`src/ite_pkg.sv`:
```
// Shared types, constants and helper functions for the timestamp-to-epoch block.
// Used by the parser, the request queue, the converter and the top level.
// No dependencies.
package ite_pkg;

    localparam int EPOCH_W     = 39;
    localparam int QUEUE_DEPTH = 2;
    localparam int QUEUE_AW    = $clog2(QUEUE_DEPTH);
    localparam int QCNT_W      = $clog2(QUEUE_DEPTH + 1);

    localparam logic [7:0] CH_NUL   = 8'h00;
    localparam logic [7:0] CH_PLUS  = 8'h2B;
    localparam logic [7:0] CH_MINUS = 8'h2D;
    localparam logic [7:0] CH_DOT   = 8'h2E;
    localparam logic [7:0] CH_COLON = 8'h3A;
    localparam logic [7:0] CH_T     = 8'h54;
    localparam logic [7:0] CH_0     = 8'h30;
    localparam logic [7:0] CH_9     = 8'h39;

    localparam logic [2:0] YEAR_DIGITS  = 3'd4;
    localparam logic [2:0] FIELD_DIGITS = 3'd2;

    localparam logic [12:0] ERA_RECIP = 13'd5243;
    localparam logic [5:0]  C100_RECIP = 6'd41;

    typedef enum logic [3:0] {
        PH_YEAR   = 4'd0,
        PH_MONTH  = 4'd1,
        PH_DAY    = 4'd2,
        PH_HOUR   = 4'd3,
        PH_MINUTE = 4'd4,
        PH_SECOND = 4'd5,
        PH_FRAC   = 4'd6,
        PH_OFS_H  = 4'd7,
        PH_OFS_M  = 4'd8,
        PH_TAIL   = 4'd9,
        PH_ERROR  = 4'd10
    } t_phase;

    typedef enum logic [2:0] {
        C_IDLE = 3'd0,
        C_ERA  = 3'd1,
        C_YOE  = 3'd2,
        C_DOE  = 3'd3,
        C_DAYS = 3'd4,
        C_MUL  = 3'd5,
        C_SUM  = 3'd6
    } t_cstate;

    typedef struct packed {
        logic        ok;
        logic [13:0] year;
        logic [6:0]  month;
        logic [6:0]  day;
        logic [6:0]  hour;
        logic [6:0]  minute;
        logic [6:0]  second;
        logic        ofs_neg;
        logic [6:0]  ofs_h;
        logic [6:0]  ofs_m;
    } t_job;

    // Day of a March-based year on which each month starts.
    function automatic logic [8:0] month_start(input logic [6:0] m);
        logic [8:0] r;
        unique case (m)
            7'd3:    r = 9'd0;
            7'd4:    r = 9'd31;
            7'd5:    r = 9'd61;
            7'd6:    r = 9'd92;
            7'd7:    r = 9'd122;
            7'd8:    r = 9'd153;
            7'd9:    r = 9'd184;
            7'd10:   r = 9'd214;
            7'd11:   r = 9'd245;
            7'd12:   r = 9'd275;
            7'd1:    r = 9'd306;
            7'd2:    r = 9'd337;
            default: r = 9'd0;
        endcase
        return r;
    endfunction

    function automatic logic [6:0] mac7(input logic [6:0] acc, input logic [3:0] d);
        return 7'({acc, 3'b000} + {acc, 1'b0} + {3'b000, d});
    endfunction

    function automatic logic [13:0] mac14(input logic [13:0] acc, input logic [3:0] d);
        return 14'({acc, 3'b000} + {acc, 1'b0} + {10'd0, d});
    endfunction

endpackage

```
`src/iso8601_timestamp_to_epoch.sv`:
```
// ISO 8601 timestamp to UTC epoch seconds: top level.
// Connects ite_parser, ite_queue and ite_convert; depends on ite_pkg.
//
// Input channel: one character per request on i_ch with i_valid; the block
// holds o_stall high only while its two-entry request queue is full. A
// character is taken on any edge with i_valid high and o_stall low, so the
// parser sustains one character per cycle. A zero character ends the string.
// Output channel: one result per string on o_epoch_seconds and o_valid_res,
// qualified by o_valid and taken on an edge where i_stall is low.
// Path: when the converter is free, a request goes from the queue into the
// converter, whose steps are a load step, five arithmetic steps each ending
// in a register, and the output write that raises o_valid. The converter
// pops the next request only after the output write of the last one.
// Stall: while i_stall is high the result holds in the output register; the
// converter waits in its final step and the queue fills, after which o_stall
// rises and the parser holds.
// Reset (i_rst_n low, synchronous): parser back to the year field with all
// fields cleared, queue empty, no result pending.
module iso8601_timestamp_to_epoch (
    input  logic                              i_clk,
    input  logic                              i_rst_n,
    input  logic                              i_valid,
    output logic                              o_stall,
    input  logic [7:0]                        i_ch,
    output logic                              o_valid,
    input  logic                              i_stall,
    output logic signed [ite_pkg::EPOCH_W-1:0] o_epoch_seconds,
    output logic                              o_valid_res
);
    import ite_pkg::*;

    t_job w_push_job;
    t_job w_head_job;
    logic w_push;
    logic w_full;
    logic w_pop;
    logic w_empty;

    ite_parser u_parser (
        .i_clk   (i_clk),
        .i_rst_n (i_rst_n),
        .i_valid (i_valid),
        .i_ch    (i_ch),
        .o_stall (o_stall),
        .i_full  (w_full),
        .o_push  (w_push),
        .o_job   (w_push_job)
    );

    ite_queue u_queue (
        .i_clk   (i_clk),
        .i_rst_n (i_rst_n),
        .i_push  (w_push),
        .i_job   (w_push_job),
        .o_full  (w_full),
        .i_pop   (w_pop),
        .o_job   (w_head_job),
        .o_empty (w_empty)
    );

    ite_convert u_convert (
        .i_clk           (i_clk),
        .i_rst_n         (i_rst_n),
        .i_empty         (w_empty),
        .i_job           (w_head_job),
        .o_pop           (w_pop),
        .o_valid         (o_valid),
        .i_stall         (i_stall),
        .o_epoch_seconds (o_epoch_seconds),
        .o_valid_res     (o_valid_res)
    );

endmodule

```
`src/ite_parser.sv`:
```
// Front end: takes a character per cycle unless stalled; builds date, time and offset fields.
// On the terminator it pushes a conversion request into the queue and clears itself.
// Depends on ite_pkg.
module ite_parser (
    input  logic          i_clk,
    input  logic          i_rst_n,
    input  logic          i_valid,
    input  logic [7:0]    i_ch,
    output logic          o_stall,
    input  logic          i_full,
    output logic          o_push,
    output ite_pkg::t_job o_job
);
    import ite_pkg::*;

    t_phase      r_phase, n_phase;
    logic [2:0]  r_count, n_count;
    logic [13:0] r_year, n_year;
    logic [6:0]  r_month, n_month;
    logic [6:0]  r_day, n_day;
    logic [6:0]  r_hour, n_hour;
    logic [6:0]  r_minute, n_minute;
    logic [6:0]  r_second, n_second;
    logic        r_neg, n_neg;
    logic [6:0]  r_ofs_h, n_ofs_h;
    logic [6:0]  r_ofs_m, n_ofs_m;

    logic       w_accept;
    logic       w_term;
    logic       w_dg;
    logic [3:0] w_d;
    logic       w_sign;
    logic [2:0] w_maxd;
    logic [7:0] w_sep;
    logic       w_layout_ok;
    logic       w_range_ok;
    logic       w_ofs_ok;

    assign o_stall  = i_full;
    assign w_accept = i_valid && !i_full;
    assign w_term   = (i_ch == CH_NUL);
    assign w_dg     = (i_ch >= CH_0) && (i_ch <= CH_9);
    assign w_d      = i_ch[3:0];
    assign w_sign   = (i_ch == CH_PLUS) || (i_ch == CH_MINUS);
    assign w_maxd   = (r_phase == PH_YEAR) ? YEAR_DIGITS : FIELD_DIGITS;

    always_comb begin
        unique case (r_phase)
            PH_DAY:                w_sep = CH_T;
            PH_HOUR, PH_MINUTE:    w_sep = CH_COLON;
            default:               w_sep = CH_MINUS;
        endcase
    end

    // next phase and digit count
    always_comb begin
        n_phase = r_phase;
        n_count = r_count;
        if (w_accept) begin
            if (w_term) begin
                n_phase = PH_YEAR;
                n_count = 3'd0;
            end else begin
                unique case (r_phase)
                    PH_YEAR, PH_MONTH, PH_DAY, PH_HOUR, PH_MINUTE: begin
                        if (w_dg) begin
                            if (r_count < w_maxd) begin
                                n_count = r_count + 3'd1;
                            end else begin
                                n_phase = PH_ERROR;
                            end
                        end else if (i_ch == w_sep && r_count != 3'd0) begin
                            n_phase = t_phase'(r_phase + 4'd1);
                            n_count = 3'd0;
                        end else begin
                            n_phase = PH_ERROR;
                        end
                    end
                    PH_SECOND: begin
                        priority if (w_dg && r_count < FIELD_DIGITS) begin
                            n_count = r_count + 3'd1;
                        end else if (r_count == 3'd0) begin
                            n_phase = PH_ERROR;
                        end else if (i_ch == CH_DOT) begin
                            n_phase = PH_FRAC;
                        end else if (w_sign) begin
                            n_phase = PH_OFS_H;
                            n_count = 3'd0;
                        end else begin
                            n_phase = PH_TAIL;
                        end
                    end
                    PH_FRAC: begin
                        if (!w_dg) begin
                            if (w_sign) begin
                                n_phase = PH_OFS_H;
                                n_count = 3'd0;
                            end else begin
                                n_phase = PH_TAIL;
                            end
                        end
                    end
                    PH_OFS_H: begin
                        priority if (w_dg && r_count < FIELD_DIGITS) begin
                            n_count = r_count + 3'd1;
                        end else if (i_ch == CH_COLON && r_count != 3'd0) begin
                            n_phase = PH_OFS_M;
                            n_count = 3'd0;
                        end else if (w_dg) begin
                            n_phase = PH_OFS_M;
                            n_count = 3'd1;
                        end else begin
                            n_phase = PH_TAIL;
                        end
                    end
                    PH_OFS_M: begin
                        if (w_dg) begin
                            n_count = r_count + 3'd1;
                            if (r_count != 3'd0) begin
                                n_phase = PH_TAIL;
                            end
                        end else begin
                            n_phase = PH_TAIL;
                        end
                    end
                    PH_TAIL: begin
                    end
                    default: begin
                        n_phase = PH_ERROR;
                    end
                endcase
            end
        end
    end

    // accumulators
    always_comb begin
        n_year   = r_year;
        n_month  = r_month;
        n_day    = r_day;
        n_hour   = r_hour;
        n_minute = r_minute;
        n_second = r_second;
        n_neg    = r_neg;
        n_ofs_h  = r_ofs_h;
        n_ofs_m  = r_ofs_m;
        if (w_accept) begin
            if (w_term) begin
                n_year   = '0;
                n_month  = '0;
                n_day    = '0;
                n_hour   = '0;
                n_minute = '0;
                n_second = '0;
                n_neg    = 1'b0;
                n_ofs_h  = '0;
                n_ofs_m  = '0;
            end else begin
                unique case (r_phase)
                    PH_YEAR: begin
                        if (w_dg && r_count < YEAR_DIGITS) n_year = mac14(r_year, w_d);
                    end
                    PH_MONTH: begin
                        if (w_dg && r_count < FIELD_DIGITS) n_month = mac7(r_month, w_d);
                    end
                    PH_DAY: begin
                        if (w_dg && r_count < FIELD_DIGITS) n_day = mac7(r_day, w_d);
                    end
                    PH_HOUR: begin
                        if (w_dg && r_count < FIELD_DIGITS) n_hour = mac7(r_hour, w_d);
                    end
                    PH_MINUTE: begin
                        if (w_dg && r_count < FIELD_DIGITS) n_minute = mac7(r_minute, w_d);
                    end
                    PH_SECOND: begin
                        priority if (w_dg && r_count < FIELD_DIGITS) begin
                            n_second = mac7(r_second, w_d);
                        end else if (r_count != 3'd0 && i_ch != CH_DOT && w_sign) begin
                            n_neg = (i_ch == CH_MINUS);
                        end else begin
                        end
                    end
                    PH_FRAC: begin
                        if (w_sign) n_neg = (i_ch == CH_MINUS);
                    end
                    PH_OFS_H: begin
                        priority if (w_dg && r_count < FIELD_DIGITS) begin
                            n_ofs_h = mac7(r_ofs_h, w_d);
                        end else if (i_ch == CH_COLON && r_count != 3'd0) begin
                        end else if (w_dg) begin
                            n_ofs_m = {3'b000, w_d};
                        end else begin
                            n_ofs_h = '0;
                            n_ofs_m = '0;
                        end
                    end
                    PH_OFS_M: begin
                        if (w_dg) begin
                            n_ofs_m = mac7(r_ofs_m, w_d);
                        end else if (r_count == 3'd0) begin
                            n_ofs_h = '0;
                            n_ofs_m = '0;
                        end
                    end
                    default: begin
                    end
                endcase
            end
        end
    end

    // request build on the terminator
    always_comb begin
        w_layout_ok = (r_phase == PH_FRAC) || (r_phase == PH_OFS_H) ||
                      (r_phase == PH_OFS_M) || (r_phase == PH_TAIL) ||
                      (r_phase == PH_SECOND && r_count != 3'd0);
        w_range_ok  = (r_month >= 7'd1) && (r_month <= 7'd12) &&
                      (r_day >= 7'd1) && (r_day <= 7'd31);
        w_ofs_ok    = (r_phase == PH_TAIL) || (r_phase == PH_OFS_M && r_count != 3'd0);
        o_push        = w_accept && w_term;
        o_job.ok      = w_layout_ok && w_range_ok;
        o_job.year    = r_year;
        o_job.month   = r_month;
        o_job.day     = r_day;
        o_job.hour    = r_hour;
        o_job.minute  = r_minute;
        o_job.second  = r_second;
        o_job.ofs_neg = w_ofs_ok && r_neg;
        o_job.ofs_h   = w_ofs_ok ? r_ofs_h : 7'd0;
        o_job.ofs_m   = w_ofs_ok ? r_ofs_m : 7'd0;
    end

    always_ff @(posedge i_clk) begin
        if (!i_rst_n) begin
            r_phase  <= PH_YEAR;
            r_count  <= '0;
            r_year   <= '0;
            r_month  <= '0;
            r_day    <= '0;
            r_hour   <= '0;
            r_minute <= '0;
            r_second <= '0;
            r_neg    <= 1'b0;
            r_ofs_h  <= '0;
            r_ofs_m  <= '0;
        end else begin
            r_phase  <= n_phase;
            r_count  <= n_count;
            r_year   <= n_year;
            r_month  <= n_month;
            r_day    <= n_day;
            r_hour   <= n_hour;
            r_minute <= n_minute;
            r_second <= n_second;
            r_neg    <= n_neg;
            r_ofs_h  <= n_ofs_h;
            r_ofs_m  <= n_ofs_m;
        end
    end

endmodule

```
`src/ite_queue.sv`:
```
// Short request queue between the parser and the converter.
// Two entries of parsed fields held in flip-flops.
// Depends on ite_pkg.
module ite_queue (
    input  logic          i_clk,
    input  logic          i_rst_n,
    input  logic          i_push,
    input  ite_pkg::t_job i_job,
    output logic          o_full,
    input  logic          i_pop,
    output ite_pkg::t_job o_job,
    output logic          o_empty
);
    import ite_pkg::*;

    t_job                r_mem [QUEUE_DEPTH];
    logic [QUEUE_AW-1:0] r_wr_ptr;
    logic [QUEUE_AW-1:0] r_rd_ptr;
    logic [QCNT_W-1:0]   r_count;

    assign o_full  = (r_count == QCNT_W'(QUEUE_DEPTH));
    assign o_empty = (r_count == '0);
    assign o_job   = r_mem[r_rd_ptr];

    always_ff @(posedge i_clk) begin
        if (!i_rst_n) begin
            r_wr_ptr <= '0;
            r_rd_ptr <= '0;
            r_count  <= '0;
        end else begin
            if (i_push) r_wr_ptr <= r_wr_ptr + QUEUE_AW'(1);
            if (i_pop)  r_rd_ptr <= r_rd_ptr + QUEUE_AW'(1);
            unique case ({i_push, i_pop})
                2'b10:   r_count <= r_count + QCNT_W'(1);
                2'b01:   r_count <= r_count - QCNT_W'(1);
                default: r_count <= r_count;
            endcase
        end
    end

    always_ff @(posedge i_clk) begin
        if (i_push) r_mem[r_wr_ptr] <= i_job;
    end

    a_no_push_full: assert property (@(posedge i_clk) disable iff (!i_rst_n)
        !(i_push && o_full))
        else $error("request pushed into a full queue");

    a_no_pop_empty: assert property (@(posedge i_clk) disable iff (!i_rst_n)
        !(i_pop && o_empty))
        else $error("request popped from an empty queue");

endmodule

```
`src/ite_convert.sv`:
```
// Back end: turns one queued request into UTC epoch seconds.
// Days-from-civil sequencer whose arithmetic steps each end in a register, plus the output register.
// Depends on ite_pkg.
module ite_convert (
    input  logic                         i_clk,
    input  logic                         i_rst_n,
    input  logic                         i_empty,
    input  ite_pkg::t_job                i_job,
    output logic                         o_pop,
    output logic                         o_valid,
    input  logic                         i_stall,
    output logic signed [ite_pkg::EPOCH_W-1:0] o_epoch_seconds,
    output logic                         o_valid_res
);
    import ite_pkg::*;

    t_cstate r_state, n_state;

    t_job                      r_job;
    logic signed [14:0]        r_y;
    logic [8:0]                r_doy;
    logic signed [5:0]         r_era;
    logic signed [20:0]        r_tod;
    logic [8:0]                r_yoe;
    logic [17:0]               r_doe;
    logic signed [23:0]        r_days;
    logic signed [EPOCH_W-1:0] r_dsec;

    logic                      r_out_valid;
    logic signed [EPOCH_W-1:0] r_out_epoch;
    logic                      r_out_ok;

    logic                      w_load_out;
    logic [26:0]               w_era_prod;
    logic [18:0]               w_hms;
    logic [18:0]               w_ofs;
    logic signed [15:0]        w_yoe16;
    logic [14:0]               w_p41;
    logic [17:0]               w_doe;
    logic signed [23:0]        w_days;
    logic signed [41:0]        w_dsec;
    logic signed [EPOCH_W-1:0] w_sum;

    assign w_load_out = (r_state == C_SUM) && (!r_out_valid || !i_stall);

    always_comb begin
        n_state = r_state;
        unique case (r_state)
            C_IDLE:  if (!i_empty) n_state = C_ERA;
            C_ERA:   n_state = C_YOE;
            C_YOE:   n_state = C_DOE;
            C_DOE:   n_state = C_DAYS;
            C_DAYS:  n_state = C_MUL;
            C_MUL:   n_state = C_SUM;
            C_SUM:   if (w_load_out) n_state = C_IDLE;
            default: n_state = C_IDLE;
        endcase
    end

    always_comb begin
        o_pop           = (r_state == C_IDLE) && !i_empty;
        o_valid         = r_out_valid;
        o_epoch_seconds = r_out_epoch;
        o_valid_res     = r_out_ok;
    end

    always_comb begin
        w_era_prod = 27'(r_y[13:0]) * 27'(ERA_RECIP);
        w_hms      = 19'(r_job.hour) * 19'd3600 + 19'(r_job.minute) * 19'd60 +
                     19'(r_job.second);
        w_ofs      = 19'(r_job.ofs_h) * 19'd3600 + 19'(r_job.ofs_m) * 19'd60;
        w_yoe16    = 16'(r_y) - 16'(r_era) * 16'sd400;
        w_p41      = 15'(r_yoe) * 15'(C100_RECIP);
        w_doe      = 18'(r_yoe) * 18'd365 + 18'(r_yoe[8:2]) - 18'(w_p41[13:12]) +
                     18'(r_doy);
        w_days     = 24'(r_era) * 24'sd146097 + $signed({6'b000000, r_doe}) -
                     24'sd719468;
        w_dsec     = r_days * 18'sd86400;
        w_sum      = r_dsec + EPOCH_W'(r_tod);
    end

    always_ff @(posedge i_clk) begin
        if (!i_rst_n) begin
            r_state     <= C_IDLE;
            r_out_valid <= 1'b0;
        end else begin
            r_state <= n_state;
            if (w_load_out) begin
                r_out_valid <= 1'b1;
            end else if (!i_stall) begin
                r_out_valid <= 1'b0;
            end
        end
    end

    always_ff @(posedge i_clk) begin
        unique case (r_state)
            C_IDLE: begin
                if (!i_empty) begin
                    r_job <= i_job;
                    r_y   <= $signed({1'b0, i_job.year}) -
                             ((i_job.month <= 7'd2) ? 15'sd1 : 15'sd0);
                    r_doy <= month_start(i_job.month) + 9'(i_job.day) - 9'd1;
                end
            end
            C_ERA: begin
                r_era <= r_y[14] ? -6'sd1 : $signed({1'b0, w_era_prod[25:21]});
                r_tod <= r_job.ofs_neg ? $signed(21'(w_hms) + 21'(w_ofs))
                                       : $signed(21'(w_hms) - 21'(w_ofs));
            end
            C_YOE:  r_yoe  <= w_yoe16[8:0];
            C_DOE:  r_doe  <= w_doe;
            C_DAYS: r_days <= w_days;
            C_MUL:  r_dsec <= w_dsec[EPOCH_W-1:0];
            C_SUM: begin
                if (w_load_out) begin
                    r_out_epoch <= r_job.ok ? w_sum : '0;
                    r_out_ok    <= r_job.ok;
                end
            end
            default: begin
            end
        endcase
    end

    a_invalid_zero: assert property (@(posedge i_clk) disable iff (!i_rst_n)
        r_out_valid && !r_out_ok |-> r_out_epoch == '0)
        else $error("rejected timestamp carries a non-zero epoch");

    a_result_from_sum: assert property (@(posedge i_clk) disable iff (!i_rst_n)
        $rose(o_valid) |-> $past(r_state) == C_SUM)
        else $error("result raised outside the final step");

endmodule

```
`config.mk`:
```
export PLATFORM = sky130hd
export DESIGN_NAME = iso8601_timestamp_to_epoch
export DESIGN_NICKNAME = d
export VERILOG_FILES = /design/src/ite_pkg.sv /design/src/iso8601_timestamp_to_epoch.sv /design/src/ite_parser.sv /design/src/ite_queue.sv /design/src/ite_convert.sv
export SDC_FILE = /design/constraint.sdc
export NUM_CORES = 2
export LEC_CHECK = 0
export BUFFER_PORTS_ARGS = -buffer_cell sky130_fd_sc_hd__clkbuf_2
export CORE_MARGIN = 1
export CORE_UTILIZATION = 35
export DETAILED_ROUTE_END_ITERATION = 12
export RECOVER_POWER = 50
export SETUP_SLACK_MARGIN = 0.1
export SYNTH_ARGS = -nofsm -noshare
export SYNTH_HDL_FRONTEND = slang
export SYNTH_SLANG_ARGS = --single-unit
```
`constraint.sdc`:
```
create_clock -name i_clk -period 8.3 [get_ports i_clk]
set_input_delay 1.245 -clock i_clk [delete_from_list [all_inputs] [get_ports i_clk]]
set_output_delay 1.245 -clock i_clk [all_outputs]
set_load 0.1 [all_outputs]
```
# After elaboration in Yosys (flattened, before gate mapping)
# Memory sizes are Yosys's and may differ from the RTL's. A register that Yosys moved wholly into a read port is not among the register bits.
# Index checks and enable logic that the tools add are counted.
op_classes:
  add_sub_neg: 37
  mul: 10
  n_lt_le_gt_ge: 10
  n_eq_ne: 47
  muxes: 85
  n_bitwise: 1
  reduce_logical: 64
ops:
  columns: ["cell", "n"]
  rows:
  - ["2-to-1 mux 7 bit", 27]
  - ["2-to-1 mux 4 bit", 14]
  - ["adder 7 x 4 -> 7 bit", 7]
  - ["adder 7 bit", 7]
  - ["2-to-1 mux 3 bit", 16]
  - ["2-to-1 mux 14 bit", 3]
  - ["one-hot mux 7 bit (2 select lines)", 3]
  - ["adder 39 x 21 -> 39 bit", 1]
  - ["adder 19 x 13 -> 19 bit", 2]
  - ["equality test 8 x 6 -> 1 bit, second input constant", 4]
  - ["multiplier 24 x 11 -> 32 bit, second input constant", 1]
  - ["multiplier 7 x 8 -> 15 bit, second input constant", 2]
  - ["2-to-1 mux 9 bit", 3]
  - ["multiplier 14 x 13 -> 26 bit, second input constant", 1]
  - ["adder 24 x 19 -> 24 bit", 1]
  - ["multiplier 6 x 19 -> 24 bit, second input constant", 1]
  - ["one-hot mux 4 bit (6 select lines)", 1]
  - ["subtractor 24 x 21 -> 24 bit, second input constant", 1]
  - ["multiplier 7 x 4 -> 11 bit, second input constant", 2]
  - ["2-to-1 mux 21 bit", 1]
  - ["one-hot mux 3 bit (7 select lines)", 1]
  - ["adder 19 x 19 -> 20 bit", 1]
  - ["inequality test 4 x 3 -> 1 bit, second input constant", 5]
  - ["subtractor 19 x 19 -> 20 bit", 1]
  - ["other kinds (69)", 148]
word_totals:
  regBits: 290
  ramBits: 130
  mem_bits_ro: 144
  out_inout_bits: 42
  wordCells: 290
  memories: 2
mem_list:
  columns: ["memory", "words", "word_bits", "read_ports", "rd_clocked_by_memory_dff", "wr", "line_no", "text"]
  rows:
  - ["(no name shown)", 16, 9, 1, 0, 0, "ite_pkg.sv:66", "unique case (m)"]
  - ["u_queue.r_mem", 2, 65, 1, 1, 1, "ite_queue.sv:16", "t_job r_mem [QUEUE_DEPTH];"]

# Depth between registers and ports, before layout
logic_depth:
  word_depth: 9
  depth_mapped: 33
  ltp_nobuf: 33

# By module
# Synthesis repeated with hierarchy kept, for this count alone.
hier_totals:
  cells_unflattened: 3668
  hier_area_um2: 38684.6
modules_own_cells:
  columns: ["module", "n_inst", "cells_per_inst", "area_each_um2", "seq_area_each_um2"]
  rows:
  - ["ite_convert", 1, 2712, 27640.3, 6416.2]
  - ["ite_parser", 1, 732, 6144.6, 1421.4]
  - ["ite_queue", 1, 224, 4899.7, 4003.8]

# Least setup slack after synthesis
# No wires, ideal clock.
synth_path:
  kind: "register -> register"
  startpoint: "reg u_convert.r_state[1]"
  endpoint: "reg u_queue.r_count[1]"
  t_arrival_ns: 8.038
  required_time_ns: 8.230
  slack_ns: 0.192
  stages_incl_launch_ff: 6
  path_buffers: 1
  period_less_slack_ns: 8.108
  cell_sequence: "dfxtp_1 clkbuf_1 nor4_1 ha_1 or3_1 a21oi_1"
synth_between:
  elab_chain_len: 4
  elab_cells_between_ends: 6
  classes_between: "2 x eq/ne; 1 x mux; 3 x reduce/logical"
synth_lines:
  columns: ["item", "line_no", "text"]
  rows:
  - ["start, declared", "ite_convert.sv:17", "t_cstate r_state, n_state;"]
  - ["start signal, assigned", "ite_convert.sv:87", "r_state <= n_state;"]
  - ["zero test 3 bit *", "ite_convert.sv:61", "o_pop = (r_state == C_IDLE) && !i_empty;"]
  - ["logical AND 1 bit *", "ite_convert.sv:61", null]
  - ["via u_convert.o_pop", "ite_convert.sv:9", "output logic o_pop,"]
  - ["equality test 2 x 1 -> 1 bit / equality test 2 bit (equally long branches)", "ite_queue.sv:33", "unique case ({i_push, i_pop})"]
  - ["one-hot mux 2 bit (2 select lines) / nonzero test 2 bit (equally long branches)", null, null]
  - ["end signal, assigned", "ite_queue.sv:34", "2'b10: r_count <= r_count + QCNT_W'(1);"]
  - ["end signal, assigned", "ite_queue.sv:35", "2'b01: r_count <= r_count - QCNT_W'(1);"]
  - ["end signal, assigned", "ite_queue.sv:36", "default: r_count <= r_count;"]
  - ["end, declared", "ite_queue.sv:19", "logic [QCNT_W-1:0] r_count;"]
# Mark *: on every way through the listed nets, which the timed path passes. The rest lies on a longest branch.
# A chain may end at the register's enable or synchronous reset.

# Worst setup path in the final report
layout_path:
  startpoint: "reg u_convert.r_yoe[3]"
  endpoint: "reg u_convert.r_doe[16], data pin"
layout_between:
  elab_chain_len: 4
  elab_cells_between_ends: 5
  classes_between: "3 x add/sub; 2 x mul"
layout_lines:
  columns: ["item", "line_no", "text"]
  rows:
  - ["start, declared", "ite_convert.sv:24", "logic [8:0] r_yoe;"]
  - ["start signal, assigned", "ite_convert.sv:111", "C_YOE: r_yoe <= w_yoe16[8:0];"]
  - ["multiplier 9 x 9 -> 18 bit", "ite_convert.sv:74", "w_doe = 18'(r_yoe) * 18'd365 + 18'(r_yoe[8:2]) - 18'(w_p41[13:12]) +"]
  - ["adder 18 x 7 -> 18 bit", "ite_convert.sv:74", null]
  - ["subtractor 18 x 2 -> 18 bit *", "ite_convert.sv:74", null]
  - ["adder 18 x 9 -> 18 bit *", "ite_convert.sv:74", null]
  - ["via u_convert.w_doe[16]", "ite_convert.sv:39", "logic [17:0] w_doe;"]
  - ["end signal, assigned", "ite_convert.sv:112", "C_DOE: r_doe <= w_doe;"]
  - ["end, declared", "ite_convert.sv:25", "logic [17:0] r_doe;"]
# Marks and branches as above.

==> flow_metrics.env <==
export IMPL_grt_overflow_total=0
export IMPL_antenna_found_initial=0
export IMPL_syn_instance_count=3669
export IMPL_clk_latency_ps=610
export IMPL_ioPinCount=54
export IMPL_ant_nets=0
export IMPL_grt_use_met3_pct=1.76
export IMPL_synth_compound_area_share_pct=11.0
export IMPL_hold_class="reg -> reg"
export IMPL_layout_common_cells="ha_1, inv_1, edfxtp_1"
export IMPL_yosysSeqAreaShare_pct=30.8
export IMPL_status="finished, violations left"
export IMPL_fin_crit_sh_pct=87.7
export IMPL_h_tree_depth=2
export IMPL_grt_pass1_wl_um=129000
export IMPL_fp_row_count=121
export IMPL_antennaDiodeCount=0
export IMPL_final_cells=5177
export IMPL_drt_vias_per_instance=4.87
export IMPL_grt_pass1_vias=25600
export IMPL_synth_xor_area_share_pct=5.33
export IMPL_cts_hold_buffers=0
export IMPL_cts_sinks=421
export IMPL_routed_via_count=25200
export IMPL_rsz0062_at_grt="no"
export IMPL_synth_top_family_by_area="adder cells"
export IMPL_synth_fa_ha_area_share_pct=35.4
export IMPL_cts_tree="done"
export IMPL_timing_fmax_mhz=137
export IMPL_nNetsFinal=4663
export IMPL_grt_max_degree=75
export IMPL_netlist_area_leader_share_pct=26.6
export IMPL_cts_buffers=49
export IMPL_skew_ps=19.4
export IMPL_crit_slowest_cell="edfxtp_1"
export IMPL_dp_cells=5086
export IMPL_r2r_cells=33
export IMPL_max_slew_worst_pin_slew_ps=3710
export IMPL_async_reset_ff_share_pct=0
export IMPL_dp_hpwl_um=59800
export IMPL_setup_violations_final=0
export IMPL_finalMaxSlewViolations=356
export IMPL_io_buffers=53
export IMPL_slew_limit_headroom_pct=-147
export IMPL_cp_top_family="adder cells"
export IMPL_drc=0
export IMPL_met2_usage_pct=23.7
export IMPL_finalCriticalPeriod_ps=7280
export IMPL_ys_ff_latch=421
export IMPL_start_util_pct=35.3
export IMPL_area_delta_synth_final_pct=9.49
export IMPL_cp_end_kind="flip-flop"
export IMPL_gp_congestion=0.874
export IMPL_synth_avg_cell_area_um2=10.5
export IMPL_netlist_area_um2=38400
export IMPL_worstPathRequired_ps=8700
export IMPL_arrival_ps=7680
export IMPL_core_um2=109000
export IMPL_violations="max-capacitance violations, max-slew violations"
export IMPL_routed_wl_um=76200
export IMPL_firstDrtPassIters=5
export IMPL_critPathMaxFanout=10
export IMPL_cp_slowest_stage_delay_ps=610
export IMPL_synth_largest_area_cell="edfxtp_1"
export IMPL_clk_pin_slew_ps=60
export IMPL_cp_start_kind="flip-flop"
export IMPL_busiest_layer="met2"
export IMPL_drive_gt1_share_pct=5.63
export IMPL_fin_setup_tns_ps=0
export IMPL_gr_usage_met1_pct=19.0
export IMPL_path_class="reg -> reg"
export IMPL_clockBufferDepth=3
export IMPL_drv_cap=8
export IMPL_path_buf_inv=7
export IMPL_cp_num_cells=33
export IMPL_syn_num_nets=4609
export IMPL_cts_resized=0
export IMPL_synth_area_leaders="edfxtp_1, ha_1, fa_1, inv_1, dfxtp_1"
export IMPL_die_w_um=333
export IMPL_synth_edff_count=341
export IMPL_die_h_um=333
export IMPL_cts_root_buf="clkbuf_16"
export IMPL_synthFlopType="edfxtp_1"
export IMPL_fp_dieArea_um2=111000
export IMPL_min_path_cells=0
export IMPL_yosysWarnings=0
export IMPL_post_synth_num_cell_types=85
export IMPL_grtUsageTotal_pct=14.0
export IMPL_drt_initial_drc_count=1262
export IMPL_wire_per_inst_um=14.7
export IMPL_synthMuxAreaShare_pct=2.33
export IMPL_cts_setup_buffers=0
export IMPL_hold_violations=0
export IMPL_layout_commonest_cell="ha_1"
export IMPL_yosys_area_share_simple_pct=8.19
[worst reg2reg max path, delay by kind of cell (launching register included)]
kind	cells	cell delay (ps)
AND/OR/NAND/NOR	5	880
buffers and inverters	7	340
AO/OA/AOI/OAI	11	2190
adder cells (fa/ha/maj)	10	3080
flip-flops	1	610
[cell families (layout without fill, tap and decap cells)]
| family | count (synthesis) | count (layout) |
|---|---|---|
| xor gates and xnor gates | 234 | 234 |
| AOI/OAI and AO/OA | 661 | 661 |
| DFF | 421 | 421 |
| buffers and inverters | 701 | 795 |
| and+or+nand+nor | 641 | 641 |
| adders and majority gates | 928 | 928 |
| muxes | 83 | 83 |
[metal layers]
layer | routed length [um] | vias to the layer above
met5 | 0 | -
met4 | 1360 | 0
met3 | 2570 | 96
met2 | 35200 | 339
met1 | 37100 | 12000
li1 | - | 12800
[area by class of cell]
cell class / count / area (um^2)
multi-input combinational: 2547 / 23900
tap: 1414 / 1770
inverter: 633 / 2380
fill: 10600 / 66800
clock buffer: 62 / 1370
sequential: 421 / 11800
clock inverter: 29 / 403
timing repair buffer: 71 / 365
[cell usage after synthesis, types with 47 or more instances]
library cell / instances
ha_1: 661
inv_1: 632
nand3_1: 52
dfxtp_1: 80
edfxtp_1: 341
xnor2_1: 172
nor2_1: 205
o21ai_0: 126
a21oi_1: 221
fa_1: 267
nand2_1: 134
xor2_1: 62
clkbuf_1: 47
a21o_1: 81
[flip-flops by register name, summed over array words and instances, names as in the netlist, 3 cells and up, named ones only]
name	cells
u_queue.r_mem	130
u_convert.o_epoch_seconds	39
u_convert.r_job	37
u_convert.r_dsec	32
u_convert.r_days	24
u_convert.r_tod	21
u_convert.r_doe	18
u_convert.r_y	15
u_parser.r_year	14
u_convert.r_doy	9
u_convert.r_yoe	9
u_parser.r_day	7
u_parser.r_hour	7
u_parser.r_minute	7
u_parser.r_month	7
u_parser.r_ofs_h	7
u_parser.r_ofs_m	7
u_parser.r_second	7
u_convert.r_era	6
u_parser.r_phase	4
u_convert.r_state	3
u_parser.r_count	3
[worst paths after layout]
check / from / to / slack [ps]
worst min register to register: u_convert.r_job[15]$_DFFE_PP_ / u_convert.r_tod[0]$_DFFE_PP_ / 420
worst max register to register: u_convert.r_yoe[3]$_DFFE_PP_ / u_convert.r_doe[16]$_DFFE_PP_ / 1020
worst min-delay path: u_convert.r_job[15]$_DFFE_PP_ / u_convert.r_tod[0]$_DFFE_PP_ / 420
worst max-delay path: u_convert.r_yoe[3]$_DFFE_PP_ / u_convert.r_doe[16]$_DFFE_PP_ / 1020
[stage by stage]
| step | hold slack, ps | area (um^2) | util [%] | setup slack, ps |
|---|---|---|---|---|
| after global routing | 422 | 42100 | 38.6 | 415 |
| after global placement | 402 | 40400 | 37.1 | 1080 |
| after floorplan | 400 | 38400 | - | 192 |
| final | 418 | 42100 | 38.6 | 1020 |
| after detailed placement | 405 | 40400 | 37.1 | 1020 |
| after CTS | 419 | 42100 | 38.7 | 984 |
Power is not shown: default switching activity piles up to over one toggle a cycle in this logic, so the estimate is an artifact.
